[src/hdl/psd3_pkg.sv]
// ----------------------------------------------------------------------------
// psd3_pkg
// Types and constants shared by the point to segment distance block.
// ----------------------------------------------------------------------------
package psd3_pkg;

   localparam int COORD_WIDTH = 16;
   localparam int FRAC_BITS   = 8;
   localparam int DIST_WIDTH  = COORD_WIDTH + FRAC_BITS + 1;

   // Intermediate widths, all sized for the extreme coordinate values.
   localparam int DIFF_WIDTH  = COORD_WIDTH + 1;
   localparam int PROD_WIDTH  = 2 * COORD_WIDTH + 2;
   localparam int DOT_WIDTH   = 2 * COORD_WIDTH + 4;
   localparam int CROSS_WIDTH = 2 * COORD_WIDTH + 3;
   localparam int MAG_WIDTH   = 2 * COORD_WIDTH + 2;
   localparam int HALF_WIDTH  = COORD_WIDTH + 1;
   localparam int SQ_WIDTH    = 2 * MAG_WIDTH;
   localparam int NUM_WIDTH   = SQ_WIDTH + 2;
   localparam int DEN_WIDTH   = 2 * COORD_WIDTH + 4;
   localparam int RES_WIDTH   = NUM_WIDTH + 2 * FRAC_BITS;
   localparam int INC_WIDTH   = RES_WIDTH + 2;
   localparam int QDEN_WIDTH  = DIST_WIDTH + DEN_WIDTH;

   localparam int CSR_INDEX_WIDTH = 3;
   localparam logic [CSR_INDEX_WIDTH-1:0] CSR_START_X = 3'd0;
   localparam logic [CSR_INDEX_WIDTH-1:0] CSR_START_Y = 3'd1;
   localparam logic [CSR_INDEX_WIDTH-1:0] CSR_START_Z = 3'd2;
   localparam logic [CSR_INDEX_WIDTH-1:0] CSR_END_X   = 3'd3;
   localparam logic [CSR_INDEX_WIDTH-1:0] CSR_END_Y   = 3'd4;
   localparam logic [CSR_INDEX_WIDTH-1:0] CSR_END_Z   = 3'd5;

   localparam logic [1:0] REGION_START    = 2'd0;
   localparam logic [1:0] REGION_END      = 2'd1;
   localparam logic [1:0] REGION_INTERIOR = 2'd2;

   localparam int QUEUE_DEPTH       = 8;
   localparam int QUEUE_PTR_WIDTH   = 3;
   localparam int QUEUE_COUNT_WIDTH = 4;

   typedef struct packed {
      logic signed [COORD_WIDTH-1:0] point_x;
      logic signed [COORD_WIDTH-1:0] point_y;
      logic signed [COORD_WIDTH-1:0] point_z;
   } req_payload_type;

   typedef struct packed {
      logic [DIST_WIDTH-1:0] distance;
      logic [1:0]            region;
   } rsp_payload_type;

   typedef struct packed {
      logic [NUM_WIDTH-1:0] num;
      logic [DEN_WIDTH-1:0] den;
      logic [1:0]           region;
   } queue_entry_type;

endpackage

[src/hdl/psd3_queue.sv]
// ----------------------------------------------------------------------------
// psd3_queue
// Short first-in first-out queue between the front and the back.
// ----------------------------------------------------------------------------
module psd3_queue (
   input  logic                       clock,
   input  logic                       reset,
   input  logic                       push_valid,
   input  psd3_pkg::queue_entry_type  push_data,
   input  logic                       pop,
   output logic                       head_valid,
   output psd3_pkg::queue_entry_type  head_data
);
   import psd3_pkg::*;

   queue_entry_type              entry_ff [QUEUE_DEPTH];
   logic [QUEUE_PTR_WIDTH-1:0]   wr_ptr_ff, rd_ptr_ff;
   logic [QUEUE_COUNT_WIDTH-1:0] count_ff;

   // The front never pushes into a full queue: its slot count covers it.
   always_ff @(posedge clock) begin
      if (reset) begin
         wr_ptr_ff <= '0;
         rd_ptr_ff <= '0;
         count_ff  <= '0;
      end else begin
         if (push_valid) begin
            wr_ptr_ff <= wr_ptr_ff + 1'b1;
         end
         if (pop) begin
            rd_ptr_ff <= rd_ptr_ff + 1'b1;
         end
         case ({push_valid, pop})
            2'b10:   count_ff <= count_ff + 1'b1;
            2'b01:   count_ff <= count_ff - 1'b1;
            default: count_ff <= count_ff;
         endcase
      end
   end

   always_ff @(posedge clock) begin
      if (push_valid) begin
         entry_ff[wr_ptr_ff] <= push_data;
      end
   end

   assign head_valid = (count_ff != '0);
   assign head_data  = entry_ff[rd_ptr_ff];

endmodule

[config.mk]
export PLATFORM = sky130hd
export DESIGN_NAME = psd3_queue
export DESIGN_NICKNAME = d
export VERILOG_FILES = /design/src/hdl/psd3_pkg.sv /design/src/hdl/psd3_queue.sv
export SDC_FILE = /design/constraint.sdc
export NUM_CORES = 1
export LEC_CHECK = 0
export BUFFER_PORTS_ARGS = -buffer_cell sky130_fd_sc_hd__buf_2
export CAP_MARGIN = 15
export CORE_AREA = 4 4 275 277
export DETAILED_ROUTE_END_ITERATION = 10
export DIE_AREA = 0 0 279 281
export PLACE_DENSITY = 0.69
export SYNTH_ARGS = -nofsm -noshare
export SYNTH_HDL_FRONTEND = slang
export SYNTH_SLANG_ARGS = --single-unit
[constraint.sdc]
create_clock -name clock -period 8.9 [get_ports clock]
set_clock_uncertainty 0.2 [all_clocks]
set_input_delay 0.89 -clock clock [delete_from_list [all_inputs] [get_ports clock]]
set_output_delay 0.89 -clock clock [all_outputs]
set_load 0.03 [all_outputs]
### Word-level counts from Yosys, hierarchy flattened

Memory sizes are Yosys's and may differ from the RTL's. A register that Yosys moved wholly into a read port is not among the register bits.
Cells that the tools add are included.

* bits in latches: 0
* flip-flop bits (word level): 10
* memory bits (read-only): 0
* output and inout bits: 109
* RAM bits: 864
* logic and storage cells: 17
* input bits: 112
* memories: 1

Memory list
* entry_ff: words 8, bits a word 108, rd ports 1, clocked after memory_dff 1, write ports 1, line psd3_queue.sv:16 `queue_entry_type entry_ff [QUEUE_DEPTH];`

* reduce and logical (&&, ||, !) cells: 2
* div/mod/pow operators: 0
* bitwise logic cells: 0
* shifts and indexed selects: 0
* equality and inequality tests: 2
* add/subtract/negate cells: 4
* multipliers: 0
* muxes and demuxes: 5
* order comparisons: 0

Operator list (number)
* case mux 4 bit (2 select lines): 1
* adder 3 x 1 -> 3 bit, second input constant: 2
* two-way mux 3 bit: 2
* adder 4 x 1 -> 4 bit, second input constant: 1
* nonzero test 4 bit: 1
* subtractor 4 x 1 -> 4 bit, second input constant: 1
* == test 2 x 1 -> 1 bit, second input constant: 1
* == test 2 bit, second input constant: 1
* two-way mux 1 bit: 2
* nonzero test 2 bit: 1

### Depth between registers and ports, before layout

* depth after elaboration: 3
* mapped depth: 8
* mapped depth without buffers: 8

### Worst setup path after synthesis

OpenSTA, ideal clock, no wires.

* path type: input port to flip-flop
* from: input port push_valid
* to: memory entry_ff[0][0] (netlist name) (enable)
* data arrival time: 8284 ps
* path buffers: 0
* setup slack: -291 ps
* library setup time: 707 ps
* stages on the path: 2
* data required time: 7993 ps
* path through: nand2b_1 > nor3_1

* word-level cells in the longest chain between the ends: 2

Ends and longest elaborated chain
* from (decl): line psd3_queue.sv:8 `input logic push_valid,`
* two-way mux 1 bit: line psd3_queue.sv:42 `if (push_valid) begin`
* two-way mux 1 bit (not written as such): line psd3_queue.sv:43 `entry_ff[wr_ptr_ff] <= push_data;`
* to (decl): line psd3_queue.sv:16

Every way passes these cells.

==> impl_metrics.json <==
{
  "status": "finished clean",
  "tightest_slew_ps": 1130,
  "final_cell_mix": "864 x edfxtp_1, 220 x buf_2, 216 x mux4_2, 90 x clkbuf_16, 70 x mux2_4",
  "avgSynthCellArea_sq_um": 25.4,
  "fmax_mhz": 204,
  "dieArea_sq_um": 78400,
  "rsz0062_at_grt": "false",
  "crit_type": "reg -> out",
  "wl_per_cell_microns": 24.7,
  "fin_area_sq_um": 38400,
  "vdd_drop_max_mv": 0.222,
  "drt-initial-drc-count": 952,
  "synthCells": 1317,
  "place.gp.congestion": 0.690,
  "timing.final.crit_share_pct": 55.0,
  "cts_sinks": 877,
  "period_needed_ps": 4890,
  "async_flop_share_pct": 0,
  "min_to": "entry_ff[1][93]$_DFFE_PP_",
  "insertion_delay_ps": 620,
  "whs_ps": 328,
  "crit_required_ps": 7810,
  "antenna_found_initial": 11,
  "place_hpwl_mm": 33.7,
  "dieWidth_microns": 279,
  "hold_depth": 1,
  "hp-class": "in -> reg",
  "r2r_start": "wr_ptr_ff[2]$_SDFFE_PP0P_",
  "nets": 1707,
  "total_power_w": 0.00921,
  "end_kind": "primary output",
  "row_count": 99,
  "ctsResizeCount": 0,
  "r2r_end": "entry_ff[4][78]$_DFFE_PP_",
  "clk_pin_slew_ps": 60,
  "die_h_microns": 281,
  "finalHoldViolations": 0,
  "hold_start": "push_data[93]",
  "wirelength_mm": 64.9,
  "synth-seq-area-share_pct": 78.5,
  "ant_nets": 0,
  "drive_gt1_share_pct": 42.6,
  "remaining_drc_errors": 0,
  "numCtsBuffers": 89,
  "ys_seq_elements": 877,
  "postCtsSetupRepairBufs": 0,
  "grt_pass1_vias": 15600,
  "dpl_worst_slack_ps": 4530,
  "synth_edf_count": 864,
  "drtPass1Iterations": 5,
  "setup_slack_ps": 4010,
  "clk_path_buf_depth": 3,
  "initial_core_util_pct": 45.9,
  "setup_violations": 0,
  "maxCapViolCount": 0,
  "fin_tns_setup_ps": 0,
  "grt_start_max_net_pins": 115,
  "root_buffer": "clkbuf_16",
  "r2r_setup_slack_ps": 5920,
  "arrival_ps": 3800,
  "reg2reg_depth": 3,
  "grt_pass1_wl_mm": 98.3,
  "core_area_sq_um": 72800,
  "synth.distinct_cells": 29,
  "viasPerCell": 5.48,
  "startpoint_type": "flip-flop",
  "syn_to_final_growth_pct": 15.0,
  "dpl_cell_area_sq_um": 35500,
  "power_density_nw_per_um2": 240,
  "cp_max_fo": 43,
  "htreeDepth": 3,
  "pin_count": 221,
  "p_leak_nw": 12.3,
  "num_vias": 14400,
  "syn_nets": 1434,
  "drv_slew": 0,
  "ys.flop_type": "edfxtp_1",
  "cts_tree": "done",
  "final_common_cell": "edfxtp_1",
  "synth_area_sq_um": 33400,
  "synth_warnings": 0,
  "relSlewSlack_pct": 24.4,
  "numPortBuffers": 220,
  "grtUsageTotal_pct": 16.7,
  "hold_buffers": 0,
  "gr-total-overflow": 0
}
## cells in the mapped netlist, drive strengths merged, types with 3 or more instances
master | count | share of area (%)
edfxtp | 864 | 78
mux4 | 216 | 15
mux2 | 110 | 4.5
buf | 49 | 1.3
nor2 | 16 | 0.18
clkbuf | 13 | 0.15
dfxtp | 13 | 0.78
ha | 5 | 0.19
nand2 | 5 | 0.056
xor2 | 5 | 0.13
mux2i | 3 | 0.090
nand2b | 3 | 0.056
nor3 | 3 | 0.045
## per-layer routing
metal | GRT usage, % | wire, microns
met1 | 22.1 | 26500
met2 | 28.1 | 33100
met3 | 3.91 | 4000
met4 | 4.46 | 1160
met5 | 0 | 86
## critical path, stage by stage, from the launching register on
cell	delay (ps)
dfxtp_4	750
buf_4	520
buf_4	750
mux4_2	590
mux2_2	310
buf_2	190
## sequential cells by signal, indices dropped and copies added (netlist names), named ones only
| signal | cells |
|---|---|
| count_ff | 4 |
| wr_ptr_ff | 3 |
| rd_ptr_ff | 3 |
| entry_ff | 864 |
## metrics by stage
step,utilization [%],std cells
2_1_floorplan,-,1317
3_3_place_gp,48.7,2458
3_5_place_dp,48.7,2458
4_1_cts,52.7,2620
5_1_grt,52.7,2622
6_report,52.7,2629
## worst max-delay path by stage
stage                     startpoint                        to  slack (ps)  depth (start not counted)
after detailed placement   flip-flop             head_data[78]        4530                          5
after global placement     flip-flop             head_data[78]        4570                          5
final                      flip-flop             head_data[78]        4010                          5
after global routing       flip-flop             head_data[78]        3620                          5
after CTS                  flip-flop             head_data[78]        3820                          5
after floorplan           push_valid  entry_ff[1][0]$_DFFE_PP_        2610                          2
## cell type report
class	count	area (sq um)
Sequential cell	877	26200
Timing Repair Buffer	244	1310
Tap cell	959	1200
Clock inverter	53	557
Multi-Input combinational cell	377	6760
Inverter	1	3.75
Clock buffer	109	2340
Fill cell	5548	34400
Antenna cell	9	22.5
## cells by family after synthesis
| kind of cell | count (synthesis) | synth area share, % |
|---|---|---|
| mux | 329 | 19.2 |
| xor+xnor | 7 | 0.184 |
| flops | 877 | 78.5 |
| compound gates | 5 | 0.0974 |
| simple gates | 31 | 0.423 |
| buf+inv | 63 | 1.50 |
| fa+ha+maj | 5 | 0.187 |
## report_power, final
group | internal [W] | switching, W
Clock | 0.00212 | 0.00152
Sequential | 0.00465 | 0.0000449
Combinational | 0.000372 | 0.000495
Total | 0.00714 | 0.00206
Note: power is estimated with default switching activity, not from simulation.
